## src/hw/rtl/tsda_pkg.sv

```systemverilog
package tsda_pkg;

    // terminal characters
    localparam logic [7:0] CH_ESC      = 8'h1B;
    localparam logic [7:0] CH_LBRACKET = 8'h5B;
    localparam logic [7:0] CH_SEMI     = 8'h3B;
    localparam logic [7:0] CH_THREE    = 8'h33;
    localparam logic [7:0] CH_FOUR     = 8'h34;
    localparam logic [7:0] CH_FIVE     = 8'h35;
    localparam logic [7:0] CH_EIGHT    = 8'h38;
    localparam logic [7:0] CH_LOWER_M  = 8'h6D;
    localparam logic [7:0] CH_UPPER_H  = 8'h48;
    localparam logic [3:0] DIGIT_HI    = 4'h3;

    // utf-8 of the private-use glyph range: lead byte is fixed
    localparam logic [7:0] UTF8_LEAD   = 8'hEE;
    localparam logic [1:0] UTF8_CONT   = 2'b10;

    // byte sequencer steps
    typedef enum logic [4:0] {
        ST_IDLE,
        ST_C_ESC,
        ST_C_LB,
        ST_C_KIND,
        ST_C_8,
        ST_C_SEMI1,
        ST_C_5,
        ST_C_SEMI2,
        ST_C_D2,
        ST_C_D1,
        ST_C_D0,
        ST_C_M,
        ST_M_ESC,
        ST_M_LB,
        ST_M_ROW1,
        ST_M_ROW0,
        ST_M_SEMI,
        ST_M_COL1,
        ST_M_COL0,
        ST_M_H,
        ST_G0,
        ST_G1,
        ST_G2
    } tsda_step_t;

    // everything the sequencer needs to stream one changed cell
    typedef struct packed {
        logic        has_bg;
        logic [11:0] bg_bcd;
        logic        has_move;
        logic [7:0]  row_bcd;
        logic [7:0]  col_bcd;
        logic        has_fg;
        logic [11:0] fg_bcd;
        logic        page_hi;
        logic [7:0]  ch;
    } tsda_job_t;

    // 256-colour index for each low nibble, as three bcd digits
    function automatic logic [11:0] palette_bcd(input logic [3:0] idx);
        logic [11:0] val;
        case (idx)
            4'd0:    val = 12'h000;
            4'd1:    val = 12'h015;
            4'd2:    val = 12'h088;
            4'd3:    val = 12'h109;
            4'd4:    val = 12'h092;
            4'd5:    val = 12'h070;
            4'd6:    val = 12'h018;
            4'd7:    val = 12'h185;
            4'd8:    val = 12'h094;
            4'd9:    val = 12'h052;
            4'd10:   val = 12'h138;
            4'd11:   val = 12'h240;
            4'd12:   val = 12'h244;
            4'd13:   val = 12'h150;
            4'd14:   val = 12'h062;
            4'd15:   val = 12'h248;
            default: val = 12'h000;
        endcase
        return val;
    endfunction

endpackage

```

## src/hw/rtl/tsda_emitter.sv

```systemverilog
module tsda_emitter (
    input  logic                clk,
    input  logic                rst_n,
    input  logic                job_valid,
    output logic                job_ready,
    input  tsda_pkg::tsda_job_t job,
    output logic                out_valid,
    input  logic                out_ready,
    output logic [7:0]          out_byte,
    output logic                last_byte
);

    import tsda_pkg::*;

    tsda_step_t state_reg, state_next;
    logic       phase_bg_reg, phase_bg_next;
    tsda_job_t  job_reg;
    logic       load;
    logic       advance;
    logic [11:0] cur_bcd;

    always_ff @(posedge clk or negedge rst_n)
    begin
        if (!rst_n)
        begin
            state_reg    <= ST_IDLE;
            phase_bg_reg <= 1'b0;
        end
        else
        begin
            state_reg    <= state_next;
            phase_bg_reg <= phase_bg_next;
        end
    end

    always_ff @(posedge clk)
    begin
        if (load)
        begin
            job_reg <= job;
        end
    end

    assign out_valid = (state_reg != ST_IDLE);
    assign advance   = out_valid && out_ready;
    assign job_ready = (state_reg == ST_IDLE) || ((state_reg == ST_G2) && out_ready);
    assign load      = job_valid && job_ready;
    assign last_byte = (state_reg == ST_G2);
    assign cur_bcd   = phase_bg_reg ? job_reg.bg_bcd : job_reg.fg_bcd;

    always_comb
    begin
        state_next    = state_reg;
        phase_bg_next = phase_bg_reg;
        if (advance)
        begin
            case (state_reg)
                ST_C_ESC:   state_next = ST_C_LB;
                ST_C_LB:    state_next = ST_C_KIND;
                ST_C_KIND:  state_next = ST_C_8;
                ST_C_8:     state_next = ST_C_SEMI1;
                ST_C_SEMI1: state_next = ST_C_5;
                ST_C_5:     state_next = ST_C_SEMI2;
                ST_C_SEMI2:
                begin
                    if (cur_bcd[11:8] != 4'd0)
                    begin
                        state_next = ST_C_D2;
                    end
                    else if (cur_bcd[7:4] != 4'd0)
                    begin
                        state_next = ST_C_D1;
                    end
                    else
                    begin
                        state_next = ST_C_D0;
                    end
                end
                ST_C_D2:    state_next = ST_C_D1;
                ST_C_D1:    state_next = ST_C_D0;
                ST_C_D0:    state_next = ST_C_M;
                ST_C_M:
                begin
                    if (phase_bg_reg && job_reg.has_move)
                    begin
                        state_next = ST_M_ESC;
                    end
                    else if (phase_bg_reg && job_reg.has_fg)
                    begin
                        state_next    = ST_C_ESC;
                        phase_bg_next = 1'b0;
                    end
                    else
                    begin
                        state_next = ST_G0;
                    end
                end
                ST_M_ESC:   state_next = ST_M_LB;
                ST_M_LB:    state_next = (job_reg.row_bcd[7:4] != 4'd0) ? ST_M_ROW1 : ST_M_ROW0;
                ST_M_ROW1:  state_next = ST_M_ROW0;
                ST_M_ROW0:  state_next = ST_M_SEMI;
                ST_M_SEMI:  state_next = (job_reg.col_bcd[7:4] != 4'd0) ? ST_M_COL1 : ST_M_COL0;
                ST_M_COL1:  state_next = ST_M_COL0;
                ST_M_COL0:  state_next = ST_M_H;
                ST_M_H:
                begin
                    if (job_reg.has_fg)
                    begin
                        state_next    = ST_C_ESC;
                        phase_bg_next = 1'b0;
                    end
                    else
                    begin
                        state_next = ST_G0;
                    end
                end
                ST_G0:      state_next = ST_G1;
                ST_G1:      state_next = ST_G2;
                ST_G2:      state_next = ST_IDLE;
                default:    state_next = ST_IDLE;
            endcase
        end
        // new cell: pick the first sequence it needs
        if (load)
        begin
            phase_bg_next = job.has_bg;
            if (job.has_bg || job.has_fg && !job.has_move)
            begin
                state_next = ST_C_ESC;
            end
            else if (job.has_move)
            begin
                state_next = ST_M_ESC;
            end
            else
            begin
                state_next = ST_G0;
            end
        end
    end

    always_comb
    begin
        case (state_reg)
            ST_C_ESC:   out_byte = CH_ESC;
            ST_C_LB:    out_byte = CH_LBRACKET;
            ST_C_KIND:  out_byte = phase_bg_reg ? CH_FOUR : CH_THREE;
            ST_C_8:     out_byte = CH_EIGHT;
            ST_C_SEMI1: out_byte = CH_SEMI;
            ST_C_5:     out_byte = CH_FIVE;
            ST_C_SEMI2: out_byte = CH_SEMI;
            ST_C_D2:    out_byte = {DIGIT_HI, cur_bcd[11:8]};
            ST_C_D1:    out_byte = {DIGIT_HI, cur_bcd[7:4]};
            ST_C_D0:    out_byte = {DIGIT_HI, cur_bcd[3:0]};
            ST_C_M:     out_byte = CH_LOWER_M;
            ST_M_ESC:   out_byte = CH_ESC;
            ST_M_LB:    out_byte = CH_LBRACKET;
            ST_M_ROW1:  out_byte = {DIGIT_HI, job_reg.row_bcd[7:4]};
            ST_M_ROW0:  out_byte = {DIGIT_HI, job_reg.row_bcd[3:0]};
            ST_M_SEMI:  out_byte = CH_SEMI;
            ST_M_COL1:  out_byte = {DIGIT_HI, job_reg.col_bcd[7:4]};
            ST_M_COL0:  out_byte = {DIGIT_HI, job_reg.col_bcd[3:0]};
            ST_M_H:     out_byte = CH_UPPER_H;
            ST_G0:      out_byte = UTF8_LEAD;
            ST_G1:      out_byte = {UTF8_CONT, 3'b000, job_reg.page_hi, job_reg.ch[7:6]};
            ST_G2:      out_byte = {UTF8_CONT, job_reg.ch[5:0]};
            default:    out_byte = 8'h00;
        endcase
    end

endmodule

```

## config.mk

```make
export PLATFORM = sky130hd
export DESIGN_NAME = tsda_emitter
export DESIGN_NICKNAME = d
export VERILOG_FILES = /design/src/hw/rtl/tsda_pkg.sv /design/src/hw/rtl/tsda_emitter.sv
export SDC_FILE = /design/constraint.sdc
export NUM_CORES = 1
export LEC_CHECK = 0
export BUFFER_PORTS_ARGS = -buffer_cell sky130_fd_sc_hd__buf_2
export CAP_MARGIN = 10
export CELL_PAD_IN_SITES_DETAIL_PLACEMENT = 1
export CELL_PAD_IN_SITES_GLOBAL_PLACEMENT = 1
export CORE_ASPECT_RATIO = 0.7
export CORE_UTILIZATION = 30
export CTS_BUF_LIST = sky130_fd_sc_hd__clkbuf_4
export DETAILED_ROUTE_END_ITERATION = 6
export PLACE_DENSITY = 0.71
export SYNTH_ARGS = -nofsm -noshare
export SYNTH_HDL_FRONTEND = slang
export SYNTH_SLANG_ARGS = --single-unit
```

## constraint.sdc

```tcl
create_clock -name clk -period 4.4 [get_ports clk]
set_input_delay 0.88 -clock clk [delete_from_list [all_inputs] [get_ports clk]]
set_output_delay 0.88 -clock clk [all_outputs]
set_load 0.01 [all_outputs]
```

Word level (Yosys, flattened, before mapping)
Index checks and enable logic that the tools add are counted.
{"block": "totals", "ff_bits": 57, "latch_bits": 0, "ram_bits": 0, "romBits": 0, "out_inout_bits": 11, "n_memories": 0}
{"block": "op_classes", "add_sub_neg": 0, "mul": 0, "div": 0, "order_cmp": 0, "n_eq_ne": 25, "shift": 0, "mux": 21, "bitwise": 0, "reduce_logical": 21}
{"op": "one-hot mux 8 bit (18 select lines)", "n": 1}
{"op": "one-hot mux 5 bit (21 select lines)", "n": 1}
{"op": "== test 5 x 4 -> 1 bit (second input constant)", "n": 8}
{"op": "== test 5 bit (second input constant)", "n": 7}
{"op": "2-to-1 mux 5 bit", "n": 7}
{"op": "== test 5 x 3 -> 1 bit (second input constant)", "n": 4}
{"op": "nonzero test 4 bit", "n": 4}
{"op": "2-to-1 mux 12 bit", "n": 1}
{"op": "== test 5 x 2 -> 1 bit (second input constant)", "n": 2}
{"op": "inequality test 3 bit (second input constant)", "n": 3}
{"op": "logical AND 1 bit", "n": 6}
{"op": "2-to-1 mux 1 bit", "n": 6}
{"op": "2-to-1 mux 2 bit", "n": 3}
{"op": "== test 5 x 1 -> 1 bit (second input constant)", "n": 1}
{"op": "logical NOT 5 bit", "n": 1}
{"op": "AND reduction 5 bit", "n": 1}
{"op": "nonzero test 5 bit", "n": 1}
{"op": "OR reduction 2 bit", "n": 2}
{"op": "2-to-1 mux 3 bit", "n": 1}
{"op": "nonzero test 3 bit", "n": 1}
{"op": "OR reduction 3 bit", "n": 1}
{"op": "logical OR 1 bit", "n": 2}
{"op": "one-hot mux 1 bit (2 select lines)", "n": 1}
{"op": "nonzero test 2 bit", "n": 1}
{"op": "logical NOT 1 bit", "n": 1}

Depth between registers and ports, before layout
Gate-level depths: netlist (run 1).
{"block": "depth", "word_depth": 7, "mapped_depth": 7, "mapped_depth_nobuf": 5}

Worst setup path before layout (run 1)
No wires, ideal clock.
{"block": "synth_path", "path_type": "input to register", "from": "input port out_ready", "to": "register job_reg[0] (netlist bit), enable pin", "setup_time_ps": 407, "t_arrival_ps": 2291, "path_slack_ps": 1703, "cell_stages": 3, "path_cell_list": "and4_4 > o211ai_4 > inv_1"}
{"block": "synth_via", "elab_chain_cells": 3}
{"element": "start: declaration", "line": "tsda_emitter.sv:8", "source": "input logic out_ready,"}
{"element": "logical AND 1 bit", "line": "tsda_emitter.sv:46", "source": "assign job_ready = (state_reg == ST_IDLE) || ((state_reg == ST_G2) && out_ready);"}
{"element": "logical OR 1 bit", "line": "tsda_emitter.sv:46"}
{"element": "logical AND 1 bit", "line": "tsda_emitter.sv:47", "source": "assign load = job_valid && job_ready;"}
{"element": "via load", "line": "tsda_emitter.sv:18", "source": "logic load;"}
{"element": "end signal: assignment", "line": "tsda_emitter.sv:40", "source": "job_reg <= job;"}
{"element": "end: declaration", "line": "tsda_emitter.sv:17", "source": "tsda_job_t job_reg;"}
The timed path passes the listed nets, and every way through them passes these cells.
A chain may end at the register's enable or synchronous reset.

Worst setup path after layout (run 1)
{"block": "layout_path", "from": "register state_reg[1]", "to": "output port out_byte[1]"}
{"block": "layout_via", "elab_chain_cells": 3, "word_cells_on_any_way": 26}
{"element": "start: declaration", "line": "tsda_emitter.sv:15", "source": "tsda_step_t state_reg, state_next;"}
{"element": "start signal: assignment", "line": "tsda_emitter.sv:31", "source": "state_reg <= state_next;"}
{"element": "== test 5 x 3 -> 1 bit, or another cell as far along", "line": "tsda_emitter.sv:144", "source": "case (state_reg)"}
{"element": "OR reduction 3 bit (no line) or OR reduction 2 bit (tied branches)"}
{"element": "one-hot mux 8 bit (18 select lines) *", "line": "tsda_emitter.sv:144"}
{"element": "end: declaration", "line": "tsda_emitter.sv:9", "source": "output logic [7:0] out_byte,"}
Every way passes the cells marked *; elsewhere a longest branch is shown, timed or not.

==> impl_metrics.csv, run 1 <==
group,metric,value,unit
timing,rsz0062_at_grt,"no",
timing,period_minus_slack,3.66,ns
synth,synth-adder-area-share,0,%
setup_path,crit_chain,"nor2b_1 > nand2_1 > o2bb2ai_1 > a211oi_1 > o2111ai_1 > buf_2",
synth,synth_top_area_share,51.2,%
floorplanning,die_area,0.0104,mm^2
power_and_ir_drop,pwr-share-comb,39.5,%
synth,syn_nets,323,
global_route,gr-total-overflow,0,
layout,final_common_cell,"buf_2",
floorplanning,die_y,85.5,um
global_route,grt_use_met1,25.2,%
synth,synth_area_leaders,"edfxtp_1 (51%), dfrtp_1 (5.0%), nand2_1 (3.4%), nor2b_1 (2.9%), buf_2 (2.8%)",
global_route,grt_start_max_net_pins,54,
layout,final_cell_mix,"buf_2 (66), edfxtp_1 (51), nand2_1 (27)",
power_and_ir_drop,leakagePower,1.31,nW
setup_path,crit_path_top_delay_cell,"dfrtp_1",
synth,synthSimpleGateAreaFrac,19.7,%
route,via_per_inst,5.17,
floorplanning,core,0.00968,mm^2
synth,synth_cell_types,56,
synth,synth_edf_count,51,
placed_design,gp_congestion,0.867,
global_route,grt_util_met3,5.12,%
route,wl_per_cell,17.5,um
min_path,worstHoldPathType,"in2async",
synth,synth_xor_area_share,0,%
floorplanning,num_rows,30,
global_route,grtUsageMet2,22.7,%
timing,final.setup.tns,0,ns
setup_path,path_buf_inv,1,
synth,yosys.area.top_type,"edfxtp_1",
floorplanning,die_width,121,um
power_and_ir_drop,p_per_area,616,mW/mm^2
placed_design,numPortBuffers,66,
timing,finalHoldViolCount,0,
timing,max_freq,274,MHz
setup_path,slowest_delay,0.99,ns
timing,tightest_slew,1.09,ns
route,drc,0,
setup_path,critPathTopFamily,"flip-flops",
power_and_ir_drop,p_int,0.00123,W
synth,synth_compound_area_share,15.8,%
placed_design,place_area,0.00338,mm^2
route,drt_wl_total,8000,um
timing,setup_viol,0,
global_route,grt_pass1_vias,2389,
setup_path,worstPathMaxFanout,31,
setup_path,crit_path_end_kind,"output port",
synth,ys_seq_area_share,56.2,%
timing,timing.final.crit_share,83.1,%
route,first_iter_violations,153,
clock_tree,clkSinkCount,57,
layout,nets,381,
run,cap_violations,0,
clock_tree,clock-root-buffer,"clkbuf_4",
setup_path,rr_startpoint,"state_reg[4]",
floorplanning,start_util,30.9,%
timing,timing.hold.ws,0.272,ns
global_route,grtUsageTotal,16.8,%
placed_design,place_hpwl,5820,um
power_and_ir_drop,p_seq_share,42.0,%
synth,syn_inst,267,
timing,fin_skew,0.0145,ns
layout,final_layout_size_suffix_gt1_share,27.9,%
layout,fill_cells,1121,
power_and_ir_drop,peakVddDrop,172,uV
layout,fin_cells,458,
route,ant_nets,0,
clock_tree,cts_setup_buffers,0,
clock_tree,cts_tree,"built",
synth,avgSynthCellArea,11.2,um^2
power_and_ir_drop,pwr-share-clk,18.5,%
placed_design,dp.cells,442,
status,status,"complete, no violations",
synth,syn_area,0.00299,mm^2
power_and_ir_drop,p_sw_share,43.4,%
synth,yosysWarnings,0,
route,drt_first_pass_iters,4,
synth,synth_mux_area_share,3.85,%
global_route,grt_pass1_wl,12900,um
clock_tree,worstSkewPairLatency,0.42,ns
synth,synthArstFlopShare,10.5,%
global_route,top_usage_layer,"met1",
clock_tree,ctsLongestPathBuffers,2,
setup_path,criticalPathCategory,"reg2out",
synth,ys_ff_latch,57,
timing,relSlewSlack,27.1,%
clock_tree,cts_resized,0,
synth,ys.flop_type,"edfxtp_1",
clock_tree,cts_inserted_buffers,9,
synth,synth_top_family_by_area,"simple AND/OR/NAND/NOR gates",
layout,largest_reg_flops,51,
global_route,antenna_found_initial,0,
layout,fin_area,0.00353,mm^2
layout,n_antenna_cell,0,
layout,area_delta_synth_final,17.9,%
clock_tree,htreeDepth,3,
setup_path,crit_arrival,2.78,ns
floorplanning,pin_count,67,
setup_path,critical_path.startpoint,"state_reg[1]",
clock_tree,clkSlewWorstSetupHoldPaths,0.11,ns
clock_tree,postCtsHoldBufs,0,
power_and_ir_drop,power_switching,0.000942,W
timing,slew_viol_final,0,
setup_path,critPathLaunchType,"flip-flop",
setup_path,cp.required,3.52,ns
route,dr_total_vias,2366,
[cell type report]
| cell class | count | area, um^2 | share of cell area, % |
|---|---|---|---|
| sequential | 57 | 1680 | 47.7 |
| clock buffer | 9 | 67.6 | 1.92 |
| inverter | 7 | 26.3 | 0.745 |
| clock inverter | 7 | 77.6 | 2.20 |
| multi-input combinational | 183 | 1170 | 33.3 |
| timing repair buffer | 67 | 338 | 9.58 |
| tap | 128 | 160 | 4.54 |
[synth_stat cells (all sizes together), types with 2 or more instances]
| library cell | n |
|---|---|
| a211o | 3 |
| a211oi | 2 |
| a21boi | 3 |
| a21oi | 8 |
| a221oi | 2 |
| a22o | 2 |
| a22oi | 3 |
| a311oi | 2 |
| a31oi | 3 |
| a32oi | 2 |
| and2 | 3 |
| and3 | 4 |
| and3b | 4 |
| buf | 19 |
| dfrtp | 6 |
| edfxtp | 51 |
| inv | 7 |
| mux2 | 2 |
| mux2i | 7 |
| nand2 | 27 |
| nand2b | 4 |
| nand3 | 14 |
| nand4 | 3 |
| nor2 | 12 |
| nor2b | 14 |
| nor3 | 9 |
| nor3b | 4 |
| nor4 | 4 |
| o2111ai | 3 |
| o211ai | 3 |
| o21ai | 16 |
| o22a | 2 |
| o22ai | 4 |
| o41ai | 2 |
[per-layer routing]
layer | wire (um) | up-vias
met5 | 0 | -
met4 | 89 | 0
met3 | 393 | 9
met2 | 3290 | 62
met1 | 4230 | 1147
li1 | - | 1148
[kinds of logic after synthesis]
logic type | after synthesis
compound gates | 66
buf+inv | 27
simple gates | 107
mux | 10
flops | 57
[metrics by stage]
stage               utilization, %  power (W)  worst slack, ns
floorplan                        -    0.00151             1.70
global placement              34.9    0.00177             1.25
detailed placement            34.9    0.00178             1.21
CTS                           36.4    0.00219            0.715
global route                  36.4    0.00233            0.452
finish                        36.4    0.00217            0.744
[final timing paths]
check                                    end  slack [ns]  depth (start not counted)
max in group asynchronous       state_reg[4]        3.96                          1
min in group clk                 job_reg[28]        0.63                          1
worst max register to register    job_reg[5]        1.60                          4
worst min-delay path            state_reg[3]        0.27                          1
worst min register to register  state_reg[1]        0.73                          5
worst max-delay path             out_byte[1]        0.74                          6
[power by group through the flow]
stage	clock (W)	sequential [W]	combinational [W]
after CTS	0.000417	0.000911	0.000859
final	0.000401	0.000913	0.000857
after floorplan	0	0.000715	0.000796
after global routing	0.000439	0.000940	0.000949
after global placement	0	0.000918	0.000850
after detailed placement	0	0.000922	0.000855
[worst reg2reg max path, stage by stage (launching register included)]
cell	delay [ns]
dfrtp_1	0.84
buf_4	0.32
and4_4	0.26
o211ai_4	0.15
inv_2	0.80
Power figures use the tool's default switching activity.
==> run 2: changes to the inputs <==
--- a/config.mk
+++ b/config.mk
@@ -5,6 +5,7 @@
 export SDC_FILE = /design/constraint.sdc
 export NUM_CORES = 1
 export LEC_CHECK = 0
+export ABC_AREA = 1
 export BUFFER_PORTS_ARGS = -buffer_cell sky130_fd_sc_hd__buf_2
 export CAP_MARGIN = 10
 export CELL_PAD_IN_SITES_DETAIL_PLACEMENT = 1
@@ -13,7 +14,7 @@
 export CORE_UTILIZATION = 30
 export CTS_BUF_LIST = sky130_fd_sc_hd__clkbuf_4
 export DETAILED_ROUTE_END_ITERATION = 6
-export PLACE_DENSITY = 0.71
+export PLACE_DENSITY = 0.76
 export SYNTH_ARGS = -nofsm -noshare
 export SYNTH_HDL_FRONTEND = slang
 export SYNTH_SLANG_ARGS = --single-unit
==> constraint.sdc (replaced) <==
create_clock -name clk -period 3.3 [get_ports clk]
set_input_delay 0.66 -clock clk [delete_from_list [all_inputs] [get_ports clk]]
set_output_delay 0.66 -clock clk [all_outputs]
set_load 0.01 [all_outputs]
==> run 2 against run 1 <==
  * Critical endpoint is now out_byte[2]
  * Clock power grew 48%
  * Cell area up 2.6%
  * Hold slack lost 0.19 ns
  * Global-route usage increased by 2.2 points
  * Clock skew shrank 0.0052 ns
  * Sequential cell count stayed put
  * Final cell count grew 20%
  * Sequential share of layout area fell by 1.2 points
  * Routed wire length is 14% higher
  * Critical path depth rose by 1
  * Critical path type unchanged
  * Sequential power rose by 15%
==> impl_metrics.csv, run 2 <==
group,metric,value,unit
status,status,"complete, no violations",
synth,yosys.area.top_type,"edfxtp_1",
floorplanning,die_area,0.0103,mm^2
timing,max_freq,340,MHz
setup_path,critPathLaunchType,"flip-flop",
synth,synthTopCellsByCount,"nand2_1 (134), nor2_1 (59), edfxtp_1 (51)",
clock_tree,ctsLongestPathBuffers,2,
clock_tree,cts_setup_buffers,0,
placed_design,place_hpwl,7260,um
floorplanning,num_rows,29,
setup_path,worstPathMaxFanout,7,
global_route,antenna_found_initial,0,
layout,final_layout_size_suffix_gt1_share,24.1,%
power_and_ir_drop,leakagePower,1.70,nW
timing,slew_viol_final,0,
synth,synth_mux_area_share,0,%
synth,synth_compound_area_share,2.95,%
layout,regArea,0.00168,mm^2
placed_design,gp_congestion,0.927,
route,drt_wl_total,9140,um
route,drt_first_pass_iters,5,
timing,rsz0062_at_grt,"no",
layout,final_cell_mix,"nand2_1 (134), buf_2 (66), nor2_1 (59)",
layout,n_antenna_cell,0,
clock_tree,htreeDepth,3,
setup_path,criticalPathCategory,"reg2out",
synth,synth_cell_types,26,
floorplanning,core,0.00933,mm^2
timing,period_minus_slack,2.94,ns
clock_tree,clkSinkCount,57,
global_route,grt_start_max_net_pins,34,
layout,nets,478,
layout,multi_input_area,0.00114,mm^2
timing,tightest_slew,0.523,ns
global_route,grtUsageTotal,19.0,%
synth,syn_nets,403,
route,dr_total_vias,2680,
synth,synth_area_leaders,"edfxtp_1 (52%), nand2_1 (17%), nor2_1 (7.5%), dfrtp_1 (5.1%), inv_1 (3.7%)",
clock_tree,cts_inserted_buffers,9,
clock_tree,clock-root-buffer,"clkbuf_4",
layout,largest_reg_flops,51,
placed_design,place_area,0.00346,mm^2
synth,ys.flop_type,"edfxtp_1",
route,first_iter_violations,220,
synth,synth.most_common_cell,"nand2_1",
placed_design,numPortBuffers,66,
setup_path,crit_path_top_delay_cell,"dfrtp_1",
run,cap_violations,0,
synth,synth-adder-area-share,0,%
clock_tree,postCtsHoldBufs,0,
global_route,gr-total-overflow,0,
synth,syn_inst,347,
synth,yosysWarnings,0,
route,drc,0,
clock_tree,cts_tree,"built",
route,wl_per_cell,16.6,um
floorplanning,start_util,31.8,%
power_and_ir_drop,peakVddDrop,344,uV
setup_path,cpMostUsedCell,"nor2_1",
floorplanning,die_width,121,um
timing,relSlewSlack,65.1,%
setup_path,crit_arrival,2.28,ns
global_route,grt_pass1_vias,2816,
global_route,grt_pass1_wl,14700,um
setup_path,cp.required,2.64,ns
setup_path,critPathTopFamily,"simple AND/OR/NAND/NOR gates",
timing,setup_viol,0,
floorplanning,pin_count,67,
synth,avgSynthCellArea,8.55,um^2
layout,fin_area,0.00362,mm^2
synth,synthSimpleGateAreaFrac,35.4,%
clock_tree,cts_resized,0,
setup_path,slowest_delay,0.52,ns
layout,fill_cells,1141,
setup_path,path_buf_inv,2,
timing,fin_skew,0.00925,ns
floorplanning,die_y,85.2,um
timing,final.setup.tns,0,ns
synth,synth_top_family_by_area,"simple AND/OR/NAND/NOR gates",
synth,synthArstFlopShare,10.5,%
layout,final_common_cell,"nand2_1",
synth,synth_top_area_share,51.6,%
synth,syn_area,0.00297,mm^2
layout,area_delta_synth_final,22.0,%
timing,timing.final.crit_share,89.2,%
synth,ys_seq_area_share,56.7,%
timing,finalHoldViolCount,0,
route,ant_nets,0,
min_path,worstHoldPathType,"in2async",
setup_path,crit_path_end_kind,"output port",
clock_tree,worstSkewPairLatency,0.40,ns
synth,synth_xor_area_share,0,%
clock_tree,clkSlewWorstSetupHoldPaths,0.10,ns
setup_path,crit_chain,"nor2_2 > inv_1 > nor2_1 > nor2_1 > o2111a_1 > nand3_1 > buf_2",
power_and_ir_drop,p_per_area,808,mW/mm^2
synth,synth_edf_count,51,
synth,ys_ff_latch,57,
route,via_per_inst,4.86,
[run 2: cell types whose count changed after synthesis, sizes merged, moves of 7 or more]
cell,change
buf,-16
inv,+26
mux2i,-7
nand2,+113
nand4,+8
nor2,+55
nor2b,-14
nor3,-8
o21ai,-12
[run 2: layer usage]
layer	GRT usage [%]	part of all wire, %	wire, um	vias to the layer above
li1	-	-	-	1280
met1	27.0	49	4440	1286
met2	30.0	46	4180	105
met3	3.36	4.9	451	9
met4	4.94	0.84	77	0
met5	0	0	0	-
[run 2: final timing paths]
check	start	to	slack, ns	cells past startpoint
setup / recovery	state_reg[1]	out_byte[2]	0.36	7
hold / removal	rst_n	state_reg[1]	0.08	1
setup reg to reg	state_reg[1]	job_reg[50]	0.97	6
hold reg to reg	state_reg[3]	state_reg[3]	0.63	2
max in group asynchronous	rst_n	phase_bg_reg	3.05	1
min in group clk	job[10]	job_reg[10]	0.42	1
[run 2: final cells by class]
type | count | area share [%]
clock buffer | 9 | 1.87
inverter | 33 | 3.42
timing repair buffer | 68 | 9.89
clock inverter | 7 | 2.59
multi-input combinational | 253 | 31.5
tap | 124 | 4.29
sequential | 57 | 46.5
[run 2: power by group]
group | internal (W) | switching (W) | leakage [nW]
clock | 0.000307 | 0.000286 | 0.0839
sequential | 0.000948 | 0.000102 | 0.540
combinational | 0.000398 | 0.000883 | 1.07
[run 2: metrics by stage]
step / util (%) / hold slack, ns / total power, W / worst slack, ns / instances
finish: 38.8 / 0.0798 / 0.00292 / 0.355 / 551
floorplan: - / 0.364 / 0.00187 / 1.20 / 347
CTS: 38.8 / 0.0583 / 0.00295 / 0.366 / 551
global route: 38.8 / 0.0624 / 0.00312 / 0.203 / 551
global placement: 37.1 / 0.506 / 0.00233 / 0.805 / 535
detailed placement: 37.1 / 0.509 / 0.00235 / 0.836 / 535
[run 2: logic make-up after synthesis]
group	Yosys count
AND/OR/NAND/NOR	239
AO/OA/AOI/OAI	14
buffers and inverters	37
flip-flops	57
